==> config.mk <==
export PLATFORM = sky130hd
export DESIGN_NAME = afr_delay
export DESIGN_NICKNAME = d
export VERILOG_FILES = /design/src/afr_pkg.sv /design/src/afr_delay.sv
export SDC_FILE = /design/constraint.sdc
export NUM_CORES = 1
export LEC_CHECK = 0
export ABC_AREA = 1
export BUFFER_PORTS_ARGS = -buffer_cell sky130_fd_sc_hd__buf_2
export CAP_MARGIN = 5
export CORE_UTILIZATION = 40
export CTS_BUF_LIST = sky130_fd_sc_hd__clkbuf_8
export CTS_CLUSTER_DIAMETER = 60
export DETAILED_ROUTE_END_ITERATION = 6
export GPL_TIMING_DRIVEN = 0
export PLACE_DENSITY = 0.53
export SLEW_MARGIN = 20
export SYNTH_ARGS = -nofsm -noshare
export SYNTH_HDL_FRONTEND = slang
export SYNTH_SLANG_ARGS = --single-unit
export TNS_END_PERCENT = 20
==> constraint.sdc <==
create_clock -name clk -period 0.83 [get_ports clk]
set_input_delay 0.083 -clock clk [delete_from_list [all_inputs] [get_ports clk]]
set_output_delay 0.083 -clock clk [all_outputs]
set_load 0.02 [all_outputs]
==> src/afr_pkg.sv <==
// Shared types, constants and helpers of the angle factor datapath.
// No dependencies; all other files but the macro header use this package.
`timescale 1ns / 1ps

package afr_pkg;

  typedef logic [1:0]         edge_idx_t;
  typedef logic signed [16:0] angle_t;
  typedef logic signed [31:0] vec_t;
  typedef logic signed [31:0] q30_t;
  typedef logic [31:0]        udata_t;

  typedef struct packed {
    edge_idx_t edge_index;
    vec_t      est_x;
    vec_t      est_y;
    vec_t      est_z;
    vec_t      nb_x;
    vec_t      nb_y;
    vec_t      nb_z;
  } side_t;

  typedef struct packed {
    logic        busy;
    logic [32:0] inv;
  } cfg_stat_t;

  localparam int SIDE_W  = $bits(side_t);
  localparam int TRIG_ST = 15;
  localparam int ROT_ST  = 7;
  localparam int NST     = TRIG_ST + ROT_ST;

  localparam int FULL_TURN    = 46080;
  localparam int HALF_TURN    = 23040;
  localparam int QUARTER_TURN = 11520;
  localparam int EIGHTH_TURN  = 5760;

  localparam logic [47:0] RAD_K  = 48'd9595049034;
  localparam logic [30:0] H_ONE  = 31'h4000_0000;
  localparam q30_t        Q30_P1 = 32'sh4000_0000;
  localparam q30_t        Q30_MH = -32'sh2000_0000;
  localparam q30_t        SIN60  = 32'sd929887697;

  localparam int unsigned SIN_DIV [4] = '{72, 42, 20, 6};
  localparam int unsigned COS_DIV [5] = '{90, 56, 30, 12, 2};

  localparam logic [1:0]  ADDR_SIGMA  = 2'd0;
  localparam logic [15:0] SIGMA_RST   = 16'd256;
  localparam logic [32:0] INV_RST     = 33'd65536;
  localparam int          DIV_STEPS   = 34;

  localparam edge_idx_t EDGE_120 = 2'd1;
  localparam edge_idx_t EDGE_240 = 2'd2;

  // round half away from zero, drop 30 fraction bits
  function automatic logic signed [63:0] round_q30(input logic signed [63:0] v);
    logic [63:0] mag;
    logic [63:0] r;
    mag = v[63] ? (~v + 64'd1) : v;
    r   = (mag + (64'd1 << 29)) >> 30;
    return v[63] ? $signed(~r + 64'd1) : $signed(r);
  endfunction

endpackage

==> src/afr_delay.sv <==
// Enable-driven delay line keeping side data aligned with the trig pipe.
// Depends on afr_pkg.
`timescale 1ns / 1ps

module afr_delay #(
  parameter int WIDTH = afr_pkg::SIDE_W,
  parameter int DEPTH = afr_pkg::TRIG_ST
) (
  input  logic             clk,
  input  logic [DEPTH-1:0] en,
  input  logic [WIDTH-1:0] d,
  output logic [WIDTH-1:0] q
);
  logic [WIDTH-1:0] stage_r [DEPTH];

  for (genvar i = 0; i < DEPTH; i++) begin : g_st
    always_ff @(posedge clk) begin
      if (en[i]) begin
        stage_r[i] <= (i == 0) ? d : stage_r[(i == 0) ? 0 : i - 1];
      end
    end
  end

  assign q = stage_r[DEPTH-1];
endmodule

After elaboration in Yosys (flattened, before gate mapping)
Memory sizes are Yosys's and may differ from the RTL's. Index checks and enable logic that the tools add are counted.

Flip-flop bits (word level): 0. Bits in writable memories: 2910. Input bits: 210. Memories kept: 1.

Memory list: stage_r (words 15, width 194, read ports 15, clocked after Yosys merged registers in 0, write ports 15, line afr_delay.sv:14) `logic [WIDTH-1:0] stage_r [DEPTH];`.

Multiplexer cells: 30.

Operators by type and width (number): $mux 1 (30).

Longest topological paths before layout
Depth after elaboration: 2. Depth in mapped cells: 1. Depth with buffers taken out: 0.

Worst setup path after synthesis
OpenSTA, ideal clock, no wires.

Kind: reg2reg. Start point: memory stage_r[0][806] in the netlist's numbering. End point: memory stage_r[0][1000] in the netlist's numbering, data pin. Library setup time: 0.266 ns. Arrival: 0.323 ns. Data required time: 0.564 ns. Path slack: 0.241 ns. Stages on the path, launching flop included: 1. Buffers on the path: 0. Clock period less this slack: 0.589 ns. Cells stage by stage: edfxtp_1.

RTL lines (line): start: declaration (afr_delay.sv:14).

==> impl_metrics.tcl <==
set metrics [dict create \
    placed_cells 6500 \
    grt_pass1_vias 35100 \
    worst_ep_required_time_ns 0.75 \
    wl_mm 140 \
    rrSetupSlack_ns 0.08 \
    cts_buffer_depth 4 \
    crit_buf_inv 1 \
    violations "hold timing, setup timing" \
    syn_nets 3314 \
    place_ws_ns -1.06 \
    port_buffers 403 \
    finalClockSkew_ns 0.0619 \
    synth_top_area_cell "edfxtp_1" \
    largest_register "stage_r" \
    start_kind "register" \
    fillCellCount 17500 \
    cp_max_fo 1 \
    leakage_nw 37.8 \
    min_path_type "in -> reg" \
    grt.total_usage_pct 12.6 \
    r2r-end "stage_r[0][443]$_DFFE_PP_" \
    largest_reg_flops 2910 \
    ir_worst_vdd_v 0.00154 \
    powerDensity_mw_per_mm2 2650 \
    cp-end-kind "primary output" \
    reg2reg_depth 0 \
    drtPass1Iterations 5 \
    cpPeakStageDelay_ns 0.51 \
    vias 32400 \
    die_y_um 473 \
    ys_types 2 \
    synth.area.top_cells "edfxtp_1, buf_4" \
    min_period_over_period_pct 221 \
    synth.avg_cell_area_um2 28.6 \
    dp_hpwl_mm 74.2 \
    worstMarginPinSlew_ns 0.737 \
    slew_viol_final 0 \
    drive_above_1_share_pct 22.5 \
    r2r_start "stage_r[0][249]$_DFFE_PP_" \
    clk_latency_ns 1.05 \
    crit_end "q[62]" \
    grt_max_degree 88 \
    status "complete, but fails checks" \
    gr-total-overflow 0 \
    cts_tree "yes" \
    ys_seq_area_share_pct 98.4 \
    crit_type "reg -> out" \
    initial_core_util_pct 40.4 \
    core_mm2 0.220 \
    routedWlPerCell_um 18.5 \
    cts_root_buf "clkbuf_8" \
    cp_cell_sequence "buf_6" \
    cts.clk_slew.worst_paths_ns 0.06 \
    cp_top_family "flip-flops" \
    die_area_mm2 0.224 \
    synth_area_mm2 0.0888 \
    cts.sinks 2910 \
    finalPower_mw 287 \
    antenna_found_initial 4 \
    max_cap_viol_count 0 \
    comb.multi_input.count 0 \
    holdWs_ns -0.535 \
    final_common_cell "edfxtp_1" \
    rsz0062_at_grt "yes" \
    layout_setup_ws_ns -1.00 \
    reg_top3 "stage_r (2910)" \
    slowest_stage "edfxtp_1" \
    layout.nets 4508 \
    grt_pass1_wl_mm 210 \
    final_cell_mix "edfxtp_1, clkbuf_8, dlygate4sd3_1, buf_6, buf_2" \
    multi_input_area_um2 0 \
    final-setup-viol-count 801 \
    io_pins 404 \
    ys_seq_elements 2910 \
    synth.yosys.warnings 0 \
    cts_buffers 467 \
    rows 172 \
    drc 0 \
    relSlewSlack_pct 50.9 \
    syn_to_final_growth_pct 21.9 \
    syn_inst 3104 \
    finalNonFillerCells 7606 \
    hold_viol 1443 \
    startpoint "stage_r[1][1226]$_DFFE_PP_" \
    post-route-min-period_ns 1.83 \
    drt_iter0_drc 1699 \
    path_depth 1 \
    routed_via_density 4.26 \
    ant_nets 0 \
    netlist.area_leader.share_pct 98.4 \
    arrival_ns 1.75 \
    die_x_um 473 \
    globalplace.congestion 0.751 \
    clock.fmax_ghz 0.546 \
    htreeDepth 5 \
]
-- stage by stage --
step	utilization, %	hold WS [ns]	TNS (ns)	cell area (um^2)
6_report	49.2	-0.535	-327.80	108000
5_1_grt	49.2	-0.651	-324.24	108000
4_1_cts	49.4	-0.694	-270.60	109000
3_5_place_dp	43.5	0.261	-1230.52	95700
3_3_place_gp	43.0	0.260	-	94600
2_1_floorplan	-	0.182	0	88800
-- worst min path at each step --
stage / from / end / depth (start not counted)
finish: en[0] / stage_r[0][78]$_DFFE_PP_ / 1
global route: en[0] / stage_r[0][78]$_DFFE_PP_ / 1
CTS: en[0] / stage_r[0][166]$_DFFE_PP_ / 1
detailed placement: d[177] / stage_r[0][177]$_DFFE_PP_ / 1
global placement: d[114] / stage_r[0][114]$_DFFE_PP_ / 1
floorplan: d[0] / stage_r[0][0]$_DFFE_PP_ / 0
-- Yosys cell counts --
cell	number
edfxtp_1	2910
buf_4	194
-- layer usage --
| metal | part of all wire (%) | up-vias | GRT usage, % |
|---|---|---|---|
| met5 | 0 | - | 0 |
| met4 | 4.1 | 0 | 6.07 |
| met3 | 4.9 | 344 | 3.52 |
| li1 | - | 14900 | - |
| met1 | 39 | 16300 | 14.1 |
| met2 | 52 | 842 | 22.0 |
-- what timing repair did --
item                                    in CTS  in global routing
endpoints found under the setup margin     194                553
endpoints found under the hold margin     2958               2382
buffers inserted                             0                  0
hold buffers                               393                  3
resized for setup                          460                 27
-- kinds of logic (layout without fill, tap and decap cells) --
family	count (synthesis)	count (layout)	share of synthesized area (%)
buffers and inverters	194	1735	1.64
DFF	2910	2910	98.4
other	0	3	0
-- final cells by class --
| class | count | area (um^2) | share of cell area [%] |
|---|---|---|---|
| antenna | 3 | 7.51 | 0.00693 |
| buffer | 85 | 886 | 0.818 |
| clock buffer | 470 | 6470 | 5.98 |
| clock inverter | 346 | 1480 | 1.37 |
| sequential | 2910 | 87400 | 80.7 |
| tap | 2958 | 3700 | 3.42 |
| timing repair buffer | 834 | 8330 | 7.69 |
-- power by group --
| group | total, mW | internal [mW] | switching (mW) |
|---|---|---|---|
| clock network | 104 | 52.8 | 51.4 |
| registers | 174 | 172 | 2.16 |
| logic | 8.51 | 3.37 | 5.15 |
| total | 287 | 228 | 58.7 |
Note: power is estimated with default switching activity, not from simulation.
