## config.mk

```make
export PLATFORM = sky130hd
export DESIGN_NAME = afr_cfg
export DESIGN_NICKNAME = d
export VERILOG_FILES = /design/src/afr_pkg.sv /design/src/afr_cfg.sv
export SDC_FILE = /design/constraint.sdc
export NUM_CORES = 1
export LEC_CHECK = 0
export ABC_AREA = 1
export BUFFER_PORTS_ARGS = -buffer_cell sky130_fd_sc_hd__buf_2
export CORE_MARGIN = 2
export CORE_UTILIZATION = 40
export DETAILED_ROUTE_END_ITERATION = 10
export REMOVE_ABC_BUFFERS = 1
export SYNTH_ARGS = -nofsm -noshare
export SYNTH_HDL_FRONTEND = slang
export SYNTH_SLANG_ARGS = --single-unit
export TNS_END_PERCENT = 30
```

## constraint.sdc

```tcl
create_clock -name clk -period 7.65 [get_ports clk]
set_clock_uncertainty 0.2 [all_clocks]
set_input_delay 1.53 -clock clk [delete_from_list [all_inputs] [get_ports clk]]
set_output_delay 1.53 -clock clk [all_outputs]
set_load 0.02 [all_outputs]
```

## src/afr_pkg.sv

```systemverilog
// Shared types, constants and helpers of the angle factor datapath.
// No dependencies; all other files but the macro header use this package.
`timescale 1ns / 1ps

package afr_pkg;

  typedef logic [1:0]         edge_idx_t;
  typedef logic signed [16:0] angle_t;
  typedef logic signed [31:0] vec_t;
  typedef logic signed [31:0] q30_t;
  typedef logic [31:0]        udata_t;

  typedef struct packed {
    edge_idx_t edge_index;
    vec_t      est_x;
    vec_t      est_y;
    vec_t      est_z;
    vec_t      nb_x;
    vec_t      nb_y;
    vec_t      nb_z;
  } side_t;

  typedef struct packed {
    logic        busy;
    logic [32:0] inv;
  } cfg_stat_t;

  localparam int SIDE_W  = $bits(side_t);
  localparam int TRIG_ST = 15;
  localparam int ROT_ST  = 7;
  localparam int NST     = TRIG_ST + ROT_ST;

  localparam int FULL_TURN    = 46080;
  localparam int HALF_TURN    = 23040;
  localparam int QUARTER_TURN = 11520;
  localparam int EIGHTH_TURN  = 5760;

  localparam logic [47:0] RAD_K  = 48'd9595049034;
  localparam logic [30:0] H_ONE  = 31'h4000_0000;
  localparam q30_t        Q30_P1 = 32'sh4000_0000;
  localparam q30_t        Q30_MH = -32'sh2000_0000;
  localparam q30_t        SIN60  = 32'sd929887697;

  localparam int unsigned SIN_DIV [4] = '{72, 42, 20, 6};
  localparam int unsigned COS_DIV [5] = '{90, 56, 30, 12, 2};

  localparam logic [1:0]  ADDR_SIGMA  = 2'd0;
  localparam logic [15:0] SIGMA_RST   = 16'd256;
  localparam logic [32:0] INV_RST     = 33'd65536;
  localparam int          DIV_STEPS   = 34;

  localparam edge_idx_t EDGE_120 = 2'd1;
  localparam edge_idx_t EDGE_240 = 2'd2;

  // round half away from zero, drop 30 fraction bits
  function automatic logic signed [63:0] round_q30(input logic signed [63:0] v);
    logic [63:0] mag;
    logic [63:0] r;
    mag = v[63] ? (~v + 64'd1) : v;
    r   = (mag + (64'd1 << 29)) >> 30;
    return v[63] ? $signed(~r + 64'd1) : $signed(r);
  endfunction

endpackage

```

## src/afr_cfg.sv

```systemverilog
// APB register for sigma and a serial divider producing round(2^32/sigma^2).
// Depends on afr_pkg.
`timescale 1ns / 1ps

module afr_cfg (
  input  logic               clk,
  input  logic               rst_n,
  input  logic               psel,
  input  logic               penable,
  input  logic               pwrite,
  input  logic [1:0]         paddr,
  input  logic [31:0]        pwdata,
  output logic [31:0]        prdata,
  output logic               pready,
  output afr_pkg::cfg_stat_t stat
);
  import afr_pkg::*;

  typedef enum logic [2:0] {
    CFG_IDLE = 3'b001,
    CFG_SQR  = 3'b010,
    CFG_DIV  = 3'b100
  } cfg_state_t;

  cfg_state_t  state_r;
  logic [15:0] sigma_r;
  logic [32:0] inv_r;
  logic [31:0] den_r;
  logic [31:0] rem_r;
  logic [33:0] quo_r;
  logic [5:0]  cnt_r;
  logic        wr;
  logic [15:0] sg;
  logic [31:0] sq;
  logic [32:0] trial;
  logic        ge;
  logic [31:0] rem_nxt;
  logic [33:0] quo_nxt;

  always_comb begin
    wr      = psel & penable & pwrite & (paddr == ADDR_SIGMA);
    sg      = (sigma_r == 16'd0) ? 16'd1 : sigma_r;
    sq      = 32'(sg) * 32'(sg);
    trial   = {rem_r, quo_r[33]};
    ge      = trial >= {1'b0, den_r};
    rem_nxt = ge ? 32'(trial - {1'b0, den_r}) : trial[31:0];
    quo_nxt = {quo_r[32:0], ge};
  end

  always_ff @(posedge clk) begin
    if (!rst_n) begin
      state_r <= CFG_IDLE;
      sigma_r <= SIGMA_RST;
      inv_r   <= INV_RST;
      cnt_r   <= '0;
    end else if (wr) begin
      sigma_r <= pwdata[15:0];
      state_r <= CFG_SQR;
    end else begin
      unique case (state_r)
        CFG_IDLE: state_r <= CFG_IDLE;
        CFG_SQR: begin
          den_r   <= sq;
          rem_r   <= '0;
          quo_r   <= 34'h1_0000_0000 + 34'(sq >> 1);
          cnt_r   <= '0;
          state_r <= CFG_DIV;
        end
        CFG_DIV: begin
          rem_r <= rem_nxt;
          quo_r <= quo_nxt;
          cnt_r <= cnt_r + 6'd1;
          if (cnt_r == 6'(DIV_STEPS - 1)) begin
            inv_r   <= quo_nxt[32:0];
            state_r <= CFG_IDLE;
          end
        end
        default: state_r <= CFG_IDLE;
      endcase
    end
  end

  assign prdata = (paddr == ADDR_SIGMA) ? {16'd0, sigma_r} : 32'd0;
  assign pready = 1'b1;
  assign stat   = '{busy: (state_r != CFG_IDLE), inv: inv_r};
endmodule

```

==> Yosys cells after proc, flatten, opt, wreduce, memory -nomap -nowiden <==
Cells that the tools add are included.
W data, S select, Z words.
{ "word_totals": {"word_cells": 41, "out_inout_bits": 67, "input_bits": 39, "register_bits": 156} }
{ "classes": {"n_eq_ne": 6, "bitwise": 5, "n_reduce_logical": 8, "muxes": 9, "addsub": 3, "magnitude_cmp": 1, "multipliers": 1} }
{ "ops": {"columns": ["operator", "count"], "rows": [
  ["$pmux W34 S2", 1],
  ["$pmux W32 S2", 1],
  ["$add A33 B31 Y34 const A", 1],
  ["$ge A33 B32 Y1", 1],
  ["$mul A16 B16 Y32", 1],
  ["$mux W16", 2],
  ["$mux W32", 1],
  ["$sub A32 B32 Y32", 1],
  ["$logic_not A16 Y1", 1],
  ["$pmux W6 S2", 1],
  ["$reduce_and A3 Y1", 3],
  ["$add A6 B1 Y6 const B", 1],
  ["$eq A6 B6 Y1 const B", 1],
  ["$pmux W3 S2", 1],
  ["$and A1 B1 Y1", 3],
  ["$eq A3 B2 Y1 const B", 1],
  ["$eq A3 B3 Y1 const B", 1],
  ["$mux W3", 1],
  ["$ne A3 B1 Y1 const B", 1],
  ["$ne A3 B3 Y1 const B", 1],
  ["$logic_not A2 Y1", 1],
  ["$mux W2", 1],
  ["$ne A2 B2 Y1 const B", 1],
  ["$not A1 Y1", 2],
  ["other kinds (3)", 3]
]} }

==> Depth between registers and ports, before layout <==
Gate-level depths: netlist (run 1).
{ "depth": {"ltp_word": 5, "ltp_mapped": 29, "mapped_depth_nobuf": 27} }

==> Least setup slack after synthesis (run 1) <==
Ideal clock, no wire load.
{ "synth_path": {"kind": "reg-to-reg", "startpoint": "register sigma_r[8]", "endpoint": "register den_r[21] (data pin)", "slack_ns": 1.804, "period_less_slack_ns": 5.846, "arrival_ns": 5.391, "t_required_ns": 7.195, "path_stages_with_launch": 22, "n_path_buf": 2, "setup_time_ns": 0.255, "cell_sequence": "dfxtp_1 > clkbuf_1 > clkbuf_1 > nand2_1 > fa_1 > inv_1 > fa_1 > fa_1 > fa_1 > fa_1 > inv_1 > fa_1 > inv_1 > ha_1 > nand2_1 > nor2_1 > inv_1 > nor2_1 > nand4_1 > nand3_1 > nand2_1 > and2_1"} }
{ "synth_between": {"elab_chain_cells": 3} }
{ "synth_rtl": {"columns": ["element", "line_no", "rtl"], "rows": [
  ["from (decl)", "afr_cfg.sv:26", "logic [15:0] sigma_r;"],
  ["from (signal assigned)", "afr_cfg.sv:57", "sigma_r <= pwdata[15:0];"],
  ["$logic_not A16 Y1", "afr_cfg.sv:42", "sg = (sigma_r == 16'd0) ? 16'd1 : sigma_r;"],
  ["$mux W16 (*)", "afr_cfg.sv:42", null],
  ["$mul A16 B16 Y32 (*)", "afr_cfg.sv:43", "sq = 32'(sg) * 32'(sg);"],
  ["named net sq[21]", "afr_cfg.sv:34", "logic [31:0] sq;"],
  ["to (signal assigned)", "afr_cfg.sv:63", "den_r <= sq;"],
  ["to (decl)", "afr_cfg.sv:28", "logic [31:0] den_r;"]
]} }
The timed path passes the listed nets; every way through them passes the cells marked *.
A chain may end at the register's enable or synchronous reset.

==> Worst setup path in the final report (run 1) <==
{ "layout_path": {"startpoint": "register sigma_r[8]", "endpoint": "register den_r[26] (data pin)"} }
The elaborated chain is that of the path after synthesis.

==> reports/results.tsv, run 1 <==
stage	metric	value	unit
run_status	status	finished clean	
worst_setup_path	setup.worst_path.end_class	register	
cts	ctsRootBufferMaster	clkbuf_16	
cts	htree_levels	4	
floorplanning	row_count	74	
synth	ys_types	37	
cts	post_cts_buffers	0	
floorplanning	start_util	0.408	
worst_setup_path	worstSetupStartpoint	sigma_r[8]$_SDFFE_PN1P_	
finish	instances_no_fill	2878	
cts	hold_buffers	0	
detailed_routing	post_drt_wl_per_cell	15.3	µm
cts	cts_max_path_buffers	2	
worst_setup_path	slowest_delay	0.94	ns
worst_setup_path	worstPathBufferInverterCount	4	
global_routing	grt_pass1_vias	14118	
floorplanning	top_level_ports	106	
synth	syn_inst	2306	
synth	synth_top_family_by_area	adder cells	
synth	synthesis.area	0.0168	mm²
worst_setup_path	crit_path_top_delay_cell	dfxtp_1	
placed_design	post-dp-hpwl	35400	µm
finish	drive_gt1_frac	0.0554	
synth	ys_warn_count	0	
detailed_routing	viasPerCell	4.77	
detailed_routing	highest_layer	met4	
detailed_routing	ant_nets	0	
cts	clock_latency	0.46	ns
global_routing	grt_max_degree	65	
worst_setup_path	path_delay_family	adder cells	
finish	nets	2665	
cts	cts_tree	built	
synth	synth.area.mux_share	0	
worst_setup_path	path_class	reg -> reg	
timing	relSlewSlack	0.231	
placed_design	placed_area	0.0175	mm²
detailed_routing	wl_met3	1480	µm
timing	finalCritPeriodShare	0.860	
finish	antenna_cells	0	
synth	synth_compound_area_frac	0.0402	
finish	syn2layout_area_growth	7.80	%
synth	synth_xor_xnor_area_share	0.0193	
detailed_routing	wl_met2	21700	µm
synth	synth_edf_count	97	
global_routing	grt_overflow_total	0	
floorplanning	coreArea	0.0411	mm²
hold_path	hold_class	reg -> reg	
finish	finish.utilization	0.439	
timing	hold_viol	0	
synth	synth-simple-area-share	0.258	
worst_setup_path	r2r-start	sigma_r[8]$_SDFFE_PN1P_	
placed_design	place_congestion	0.977	
cts	cts.sinks	155	
placed_design	place_inst	2846	
timing	final-max-slew-violation-count	0	
timing	fin_crit	6.58	ns
synth	synthArstFlopShare	0	
power	leakagePower	10.2	nW
detailed_routing	m1WireLength	19600	µm
worst_setup_path	worst-endpoint-arrival	6.59	ns
detailed_routing	drt_wl_total	44000	µm
worst_setup_path	path_cells	nand2_1 > fa_1 > inv_1 > fa_1 > fa_1 > fa_1 > fa_1 > inv_1 > fa_1 > inv_1 > ha_1 > nand2_1 > nor2_1 > inv_1 > nor3_1 > o21ai_0 > nand3_1 > nand2_1 > and2_1	
global_routing	grt_pass1_wl	72600	µm
hold_path	hp-start	inv_r[3]$_SDFFE_PN0P_	
power	p_per_area	103	mW/mm²
detailed_routing	firstDrtPassIters	5	
global_routing	antenna_found_initial	0	
timing	worstMarginPinSlew	1.15	ns
cts	cts_resized	0	
power	max-vdd-ir-drop	0.119	mV
global_routing	grt_usage	0.211	
detailed_routing	drt_iter0_drc	926	
timing	setup_viol	0	
floorplanning	fp.dieArea	0.0435	mm²
timing	fmax	152	MHz
floorplanning	die_h	209	µm
flow_run	max-cap-violations	0	
synth	synth_fa_ha_area_frac	0.291	
synth	ys.flop_type	edfxtp_1	
detailed_routing	drc_errors	0	
cts	path_clk_slew	0.07	ns
detailed_routing	num_vias	13732	
worst_setup_path	cpMostUsedCell	fa_1	
synth	ys_seq_area_frac	0.243	
floorplanning	die_w	209	µm
worst_setup_path	start_kind	register	
placed_design	portBuffers	72	
synth	ys_ff_latch	155	
cts	cts_made_buffers	17	
synth	syn_area_per_cell	7.27	µm²
timing	fin_tns_setup	0	ns
worst_setup_path	required	7.67	ns
worst_setup_path	cp_max_fo	18	
power	power	1.86	mW
finish	postLayoutCellArea	0.0181	mm²
timing	rsz0062_at_grt	false	
==> where the power goes <==
group	switching (mW)	internal [mW]	leakage [nW]
clock network	0.431	0.468	0.292
registers	0.00730	0.880	1.42
logic	0.0477	0.0225	8.47
total	0.486	1.37	10.2
==> worst reg2reg max path, delay by kind of cell (launching register included) <==
kind | cells | cell delay [ns]
adders and majority gates | 7 | 3.58
and+or+nand+nor | 7 | 1.16
DFF | 1 | 0.94
buffers and inverters | 4 | 0.24
AOI/OAI and AO/OA | 1 | 0.22
==> final cells by class <==
cell class / instances / area (µm²)
tap: 532 / 666
sequential: 155 / 4070
fill: 4296 / 23000
inverter: 539 / 2020
timing repair buffer: 80 / 420
multi-input combinational: 1540 / 10300
clock inverter: 14 / 176
clock buffer: 18 / 429
==> layout by cell type (no fill, tap or decap), types with 21 or more instances in the layout <==
| cell type | n |
|---|---|
| inv_1 | 535 |
| dfxtp_1 | 58 |
| buf_2 | 72 |
| o21ai_0 | 70 |
| edfxtp_1 | 97 |
| fa_1 | 162 |
| ha_1 | 131 |
| nor2_1 | 240 |
| xor2_1 | 32 |
| and2_1 | 21 |
| a21oi_1 | 52 |
| nand2_1 | 658 |
| nand3_1 | 80 |
==> per-layer routing <==
layer	GRT usage	up-vias
li1	-	6905
met1	0.265	6537
met2	0.376	226
met3	0.0281	64
met4	0.0663	0
met5	0	-
==> flip-flops by register name, indices dropped and copies added (netlist names) <==
| name | flops |
|---|---|
| quo_r | 34 |
| inv_r | 33 |
| rem_r | 32 |
| den_r | 31 |
| sigma_r | 16 |
| cnt_r | 6 |
| state_r | 3 |
==> synthesized netlist by cell type, types with 2 or more instances <==
library cell	n	area (µm²)
nand3b_1	10	75.1
nand2_1	658	2470
inv_2	3	11.3
nor3b_1	2	15.0
nand4_1	17	106
o21ai_1	2	10.0
nand3_1	80	400
nor2_2	3	18.8
nor2_1	242	908
nor4_1	7	43.8
and2_1	21	131
dfxtp_1	58	1160
o21ai_0	70	350
nor3_1	12	60.1
edfxtp_1	97	2910
conb_1	2	7.51
buf_6	5	56.3
ha_1	131	1640
buf_4	23	173
buf_1	5	18.8
clkbuf_1	54	203
nand3_2	2	20.0
inv_1	535	2010
xnor2_1	5	43.8
or2_2	3	18.8
o21bai_1	5	37.5
a21oi_1	52	260
fa_1	162	3240
xor2_1	32	280
==> cells by family (layout without fill, tap and decap cells) <==
family | count (synthesis) | after routing
other | 2 | 17
buffers and inverters | 626 | 651
and+or+nand+nor | 1062 | 1062
DFF | 155 | 155
adders and majority gates | 293 | 293
xor gates and xnor gates | 37 | 37
AOI/OAI and AO/OA | 131 | 131
==> final timing paths <==
path,to,slack [ns],depth (start not counted)
worst max-delay path,den_r[26]$_DFFE_PP_,1.07,19
worst min-delay path,inv_r[3]$_SDFFE_PN0P_,0.28,2
worst max register to register,den_r[26]$_DFFE_PP_,1.07,19
worst min register to register,inv_r[3]$_SDFFE_PN0P_,0.28,2
==> stage by stage <==
| step | worst slack, ns | hold WS (ns) |
|---|---|---|
| finish | 1.07 | 0.281 |
| global route | 0.696 | 0.300 |
| CTS | 1.08 | 0.288 |
| detailed placement | 1.09 | 0.268 |
| global placement | 1.16 | 0.259 |
| floorplan | 2.00 | 0.248 |
Note: power is estimated with default switching activity, not from simulation.
==> inputs of run 2 (changes only) <==
--- a/config.mk
+++ b/config.mk
@@ -10,6 +10,7 @@
 export CORE_MARGIN = 2
 export CORE_UTILIZATION = 40
 export DETAILED_ROUTE_END_ITERATION = 10
+export PLACE_DENSITY_LB_ADDON = 0.25
 export REMOVE_ABC_BUFFERS = 1
 export SYNTH_ARGS = -nofsm -noshare
 export SYNTH_HDL_FRONTEND = slang
==> run 2 against run 1 <==
  * Routed wire length fell by 1.7%
  * Register-to-register slack got worse by 0.12 ns
  * Critical path depth is 1 lower
  * Via count fell by 0.14%
  * Sequential share of layout area is essentially flat
  * Critical endpoint is now quo_r[30]$_DFFE_PP_
  * Highest routed layer unchanged
==> reports/results.tsv, run 2 (synthesized netlist as in run 1, its figures left out) <==
stage	metric	value	unit
timing	worstMarginPinSlew	0.999	ns
timing	fin_tns_setup	0	ns
worst_setup_path	reg2reg_depth	18	
hold_path	hold_depth	2	
global_routing	grt_pass1_wl	71900	µm
finish	regMostFlops	quo_r	
finish	final_common_cell	nand2_1	
floorplanning	top_level_ports	106	
cts	post_cts_buffers	0	
detailed_routing	drt_iter0_drc	720	
floorplanning	row_count	74	
detailed_routing	drc_errors	0	
floorplanning	die_h	209	µm
cts	htree_levels	4	
detailed_routing	drt_wl_total	43300	µm
finish	finish.utilization	0.439	
timing	fmax	149	MHz
cts	ctsRootBufferMaster	clkbuf_16	
placed_design	post-dp-hpwl	35100	µm
floorplanning	fp.dieArea	0.0435	mm²
timing	relSlewSlack	0.333	
timing	rsz0062_at_grt	false	
worst_setup_path	start_kind	register	
timing	hold_viol	0	
worst_setup_path	r2r-start	sigma_r[8]$_SDFFE_PN1P_	
power	power	1.84	mW
timing	fin_crit	6.70	ns
power	max-vdd-ir-drop	0.150	mV
finish	instances_no_fill	2878	
placed_design	portBuffers	72	
global_routing	grt_pass1_vias	14269	
cts	cts_max_path_buffers	2	
worst_setup_path	worst-r2r-setup-slack	0.95	ns
hold_path	hold_class	reg -> reg	
cts	hold_buffers	0	
finish	syn2layout_area_growth	7.71	%
cts	cts_tree	built	
cts	cts.sinks	155	
placed_design	place_inst	2846	
power	leakagePower	10.2	nW
timing	final-max-slew-violation-count	0	
worst_setup_path	setup.worst_path.end_class	register	
flow_run	max-cap-violations	0	
floorplanning	die_w	209	µm
timing	setup_viol	0	
worst_setup_path	required	7.65	ns
global_routing	grt_max_degree	67	
finish	antenna_cells	0	
hold_path	holdPathEnd	inv_r[28]$_SDFFE_PN0P_	
cts	cts_made_buffers	17	
detailed_routing	post_drt_wl_per_cell	15.0	µm
timing	finalCritPeriodShare	0.875	
detailed_routing	num_vias	13713	
placed_design	place_congestion	0.919	
global_routing	antenna_found_initial	0	
detailed_routing	ant_nets	0	
cts	cts_resized	0	
finish	n_fill_cell	4287	
detailed_routing	firstDrtPassIters	5	
worst_setup_path	path_class	reg -> reg	
finish	drive_gt1_frac	0.0546	
worst_setup_path	r2r-end	quo_r[30]$_DFFE_PP_	
worst_setup_path	worst-endpoint-arrival	6.70	ns
global_routing	grt_usage	0.209	
detailed_routing	viasPerCell	4.76	
power	p_per_area	102	mW/mm²
floorplanning	coreArea	0.0411	mm²
global_routing	grt_overflow_total	0	
worst_setup_path	cp_max_fo	18	
finish	top_regs	quo_r x34, inv_r x33, rem_r x32	
finish	largest_reg_flops	34	
run_status	status	finished clean	
cts	path_clk_slew	0.06	ns
floorplanning	start_util	0.408	
hold_path	hp-start	inv_r[28]$_SDFFE_PN0P_	
finish	final_cell_mix	nand2_1 (658), inv_1 (535), nor2_1 (240), fa_1 (162), ha_1 (131)	
timing	final.hold.worst_slack	0.281	ns
worst_setup_path	worstSetupStartpoint	sigma_r[8]$_SDFFE_PN1P_	
finish	nets	2665	
cts	clock_latency	0.46	ns
[run 2: cell count changes in the layout (fill, tap and decap cells not counted)]
cell        before  now
clkbuf_16       17   18
clkinvlp_4       1    0
clkinv_4         1    4
inv_6            3    2
clkinv_8         4    0
clkinv_2         1    0
clkinv_1         1    3
inv_8            3    1
clkbuf_8         0    2
inv_4            0    1
[run 2: cell type report]
class | count | area (µm²) | area share
clock buffer | 21 | 482 | 0.0267
clock inverter | 11 | 108 | 0.00596
inverter | 539 | 2020 | 0.112
multi-input combinational | 1540 | 10300 | 0.569
sequential | 155 | 4070 | 0.226
tap | 532 | 666 | 0.0369
timing repair buffer | 80 | 420 | 0.0233
[run 2: report_power, final]
part           leakage (nW)  internal, mW  switching, mW  total (mW)
clock network         0.291         0.489          0.389       0.879
logic                  8.47        0.0226         0.0470      0.0696
registers              1.42         0.881        0.00696       0.888
[run 2: worst max-delay path by stage]
stage	to	slack, ns	depth (start not counted)
6_report	quo_r[30]$_DFFE_PP_	0.95	18
5_1_grt	quo_r[25]$_DFFE_PP_	0.45	20
4_1_cts	quo_r[30]$_DFFE_PP_	0.92	18
3_5_place_dp	quo_r[30]$_DFFE_PP_	0.93	18
3_3_place_gp	quo_r[30]$_DFFE_PP_	0.98	18
2_1_floorplan	den_r[21]$_DFFE_PP_	2.00	19
[run 2: routing by layer]
metal / global-route usage / up-vias / routed length [µm]
met3: 0.0353 / 69 / 1840
li1: - / 6891 / -
met1: 0.257 / 6481 / 18600
met2: 0.374 / 272 / 21700
met5: 0 / - / 0
met4: 0.0645 / 0 / 1110
[run 2: per-stage QoR]
stage,cell area (µm²),setup WS [ns]
after floorplan,16400,2.00
after detailed placement,17500,0.932
after CTS,18000,0.922
final,18000,0.954
after global placement,17500,0.980
after global routing,18000,0.452
[run 2: worst max-delay path, stage by stage (launching register included)]
cell     delay, ns
dfxtp_1       0.97
nand2_1       0.28
fa_1          0.60
inv_1         0.06
fa_1          0.50
fa_1          0.52
fa_1          0.51
fa_1          0.54
inv_1         0.05
fa_1          0.52
inv_1         0.04
ha_1          0.39
nand2_1       0.14
nor4_1        0.56
nand3_1       0.20
nand2_1       0.11
nand2_1       0.07
nand3_1       0.10
nand2_1       0.06
==> inputs of run 3 (changes only) <==
--- a/config.mk
+++ b/config.mk
@@ -5,12 +5,12 @@
 export SDC_FILE = /design/constraint.sdc
 export NUM_CORES = 1
 export LEC_CHECK = 0
-export ABC_AREA = 1
 export BUFFER_PORTS_ARGS = -buffer_cell sky130_fd_sc_hd__buf_2
 export CORE_MARGIN = 2
 export CORE_UTILIZATION = 40
 export DETAILED_ROUTE_END_ITERATION = 10
 export PLACE_DENSITY_LB_ADDON = 0.25
+export RECOVER_POWER = 50
 export REMOVE_ABC_BUFFERS = 1
 export SYNTH_ARGS = -nofsm -noshare
 export SYNTH_HDL_FRONTEND = slang
==> run 3 against run 2 <==
  * The flow now finishes with violations (capacitance limit, slew limit)
  * Non-clock buffer count increased by 16
  * Cell count decreased by 21%
  * Via count decreased by 17%
  * Cell area decreased by 7.3%
==> reports/results.tsv, run 3 <==
stage	metric	value	unit
cts	clock_latency	0.45	ns
timing	finalCritPeriodShare	0.921	
timing	final.hold.worst_slack	0.264	ns
worst_setup_path	reg2reg_depth	20	
finish	nets	2076	
detailed_routing	drt_wl_total	36500	µm
floorplanning	fp.dieArea	0.0403	mm²
timing	setup_viol	0	
timing	hold_viol	0	
power	leakagePower	7.94	nW
flow_run	max-cap-violations	4	
global_routing	grt_pass1_vias	11914	
worst_setup_path	path_delay_family	adder cells	
cts	cts_made_buffers	17	
timing	relSlewSlack	-0.546	
global_routing	grt_overflow_total	0	
synth	synth.most_common_cell	nand2_1	
hold_path	holdPathEnd	inv_r[17]$_SDFFE_PN0P_	
floorplanning	row_count	72	
finish	finish.utilization	0.435	
cts	cts_tree	built	
detailed_routing	drc_errors	0	
worst_setup_path	required	7.65	ns
detailed_routing	firstDrtPassIters	4	
worst_setup_path	path_class	reg -> reg	
synth	synthesis.area	0.0155	mm²
worst_setup_path	setup.worst_path.end_class	register	
worst_setup_path	slowest_delay	0.89	ns
detailed_routing	drt_iter0_drc	700	
timing	worst_slack	0.606	ns
worst_setup_path	worst-r2r-setup-slack	0.61	ns
synth	synthArstFlopShare	0	
synth	syn_area_per_cell	9.02	µm²
synth	ys_seq_area_frac	0.263	
cts	cts.sinks	155	
synth	ys_warn_count	0	
floorplanning	die_w	201	µm
cts	path_clk_slew	0.07	ns
worst_setup_path	cpMostUsedCell	fa_1	
synth	ys_types	80	
worst_setup_path	cp_max_fo	20	
detailed_routing	post_drt_wl_per_cell	16.0	µm
global_routing	grt_max_degree	67	
placed_design	place_inst	2243	
synth	synth.area.top_cells	fa_1 (21%), edfxtp_1 (19%), ha_1 (11%)	
finish	n_fill_cell	3852	
synth	syn_inst	1716	
cts	ctsRootBufferMaster	clkbuf_16	
timing	fin_crit	7.04	ns
timing	worstMarginPinSlew	2.32	ns
worst_setup_path	path_cells	and2_1 > inv_1 > fa_1 > fa_1 > inv_1 > fa_1 > fa_1 > fa_1 > inv_1 > fa_1 > inv_1 > ha_1 > and2_1 > a221oi_1 > o21ai_1 > a21oi_1 > o31a_1 > o21ai_1 > a311o_1 > a32o_1	
cts	cts_max_path_buffers	2	
global_routing	antenna_found_initial	0	
worst_setup_path	r2r-start	sigma_r[3]$_SDFFE_PN0P_	
finish	largest_reg_flops	34	
worst_setup_path	crit_path_top_delay_cell	dfxtp_1	
worst_setup_path	worst-endpoint-arrival	7.04	ns
global_routing	grt_pass1_wl	61300	µm
finish	antenna_cells	0	
finish	regMostFlops	quo_r	
worst_setup_path	r2r-end	quo_r[27]$_DFFE_PP_	
synth	ys.flop_type	edfxtp_1	
synth	ys_ff_latch	155	
synth	yosysTopAreaCellShare	0.209	
worst_setup_path	worstPathBufferInverterCount	4	
cts	hold_buffers	0	
finish	drive_gt1_frac	0.0649	
floorplanning	die_h	201	µm
timing	fmax	142	MHz
worst_setup_path	start_kind	register	
detailed_routing	ant_nets	0	
power	p_per_area	107	mW/mm²
timing	final-max-slew-violation-count	151	
floorplanning	top_level_ports	106	
timing	fin_tns_setup	0	ns
cts	cts_resized	0	
finish	final_cell_mix	nand2_1 (291), inv_1 (274), fa_1 (162), ha_1 (131), edfxtp_1 (97)	
power	max-vdd-ir-drop	0.157	mV
run_status	status	finished with violations	
hold_path	hold_depth	2	
floorplanning	coreArea	0.0385	mm²
finish	syn2layout_area_growth	8.00	%
timing	rsz0062_at_grt	false	
finish	top_regs	quo_r x34, inv_r x33, rem_r x32	
detailed_routing	viasPerCell	5.01	
run_status	violations	capacitance limit, slew limit	
synth	synthTopCellsByCount	nand2_1 (291), inv_1 (274), fa_1 (162)	
placed_design	placed_area	0.0162	mm²
synth	synth_edf_count	97	
placed_design	post-dp-hpwl	27700	µm
placed_design	place_ws	0.674	ns
placed_design	portBuffers	72	
cts	post_cts_buffers	0	
finish	final_common_cell	nand2_1	
finish	instances_no_fill	2275	
cts	htree_levels	4	
floorplanning	start_util	0.403	
global_routing	grt_usage	0.189	
power	power	1.79	mW
hold_path	hold_class	reg -> reg	
finish	postLayoutCellArea	0.0167	mm²
detailed_routing	num_vias	11397	
synth	yosysTopAreaCell	fa_1	
placed_design	place_congestion	0.913	
hold_path	hp-start	inv_r[17]$_SDFFE_PN0P_	
-- run 3: area by class of cell --
class / count / area [µm²] / share of cell area
Clock inverter: 10 / 78.8 / 0.00471
Timing Repair Buffer: 96 / 470 / 0.0281
Clock buffer: 22 / 475 / 0.0284
Inverter: 274 / 1030 / 0.0615
Tap cell: 518 / 648 / 0.0388
Sequential cell: 155 / 4070 / 0.244
Multi-Input combinational cell: 1200 / 9950 / 0.595
-- run 3: worst min-delay path, cell delays in order, from the launching register on --
cell	delay [ns]
dfxtp_1	0.31
nand2_1	0.05
a21boi_0	0.06
-- run 3: report_power, final --
| group | internal, mW | switching, mW | total (mW) |
|---|---|---|---|
| Clock | 0.449 | 0.387 | 0.836 |
| Combinational | 0.0256 | 0.0452 | 0.0708 |
| Sequential | 0.881 | 0.00456 | 0.885 |
-- run 3: cells by family (layout without fill, tap and decap cells) --
logic type / count (synthesis) / in the layout / synth area share
xor+xnor: 52 / 52 / 0.0294
flops: 155 / 155 / 0.263
compound gates: 262 / 262 / 0.112
simple gates: 563 / 563 / 0.171
other cells: 2 / 17 / 0.000485
mux: 13 / 13 / 0.00937
fa+ha+maj: 293 / 293 / 0.315
buf+inv: 376 / 402 / 0.0985
-- run 3: worst max-delay path by stage --
stage / to / depth (start not counted) / start
floorplan: quo_r[27]$_DFFE_PP_ / 19 / sigma_r[4]$_SDFFE_PN0P_
global placement: quo_r[27]$_DFFE_PP_ / 19 / sigma_r[9]$_SDFFE_PN0P_
detailed placement: quo_r[27]$_DFFE_PP_ / 20 / sigma_r[3]$_SDFFE_PN0P_
CTS: quo_r[27]$_DFFE_PP_ / 20 / sigma_r[3]$_SDFFE_PN0P_
global route: quo_r[28]$_DFFE_PP_ / 20 / sigma_r[1]$_SDFFE_PN0P_
finish: quo_r[27]$_DFFE_PP_ / 20 / sigma_r[3]$_SDFFE_PN0P_
-- run 3: routing by layer --
layer | vias to the layer above | track usage | share of wire
met4 | 0 | 0.0508 | 0.017
met2 | 182 | 0.319 | 0.47
met5 | - | 0 | 0
li1 | 5583 | - | -
met3 | 37 | 0.0216 | 0.028
met1 | 5595 | 0.259 | 0.49
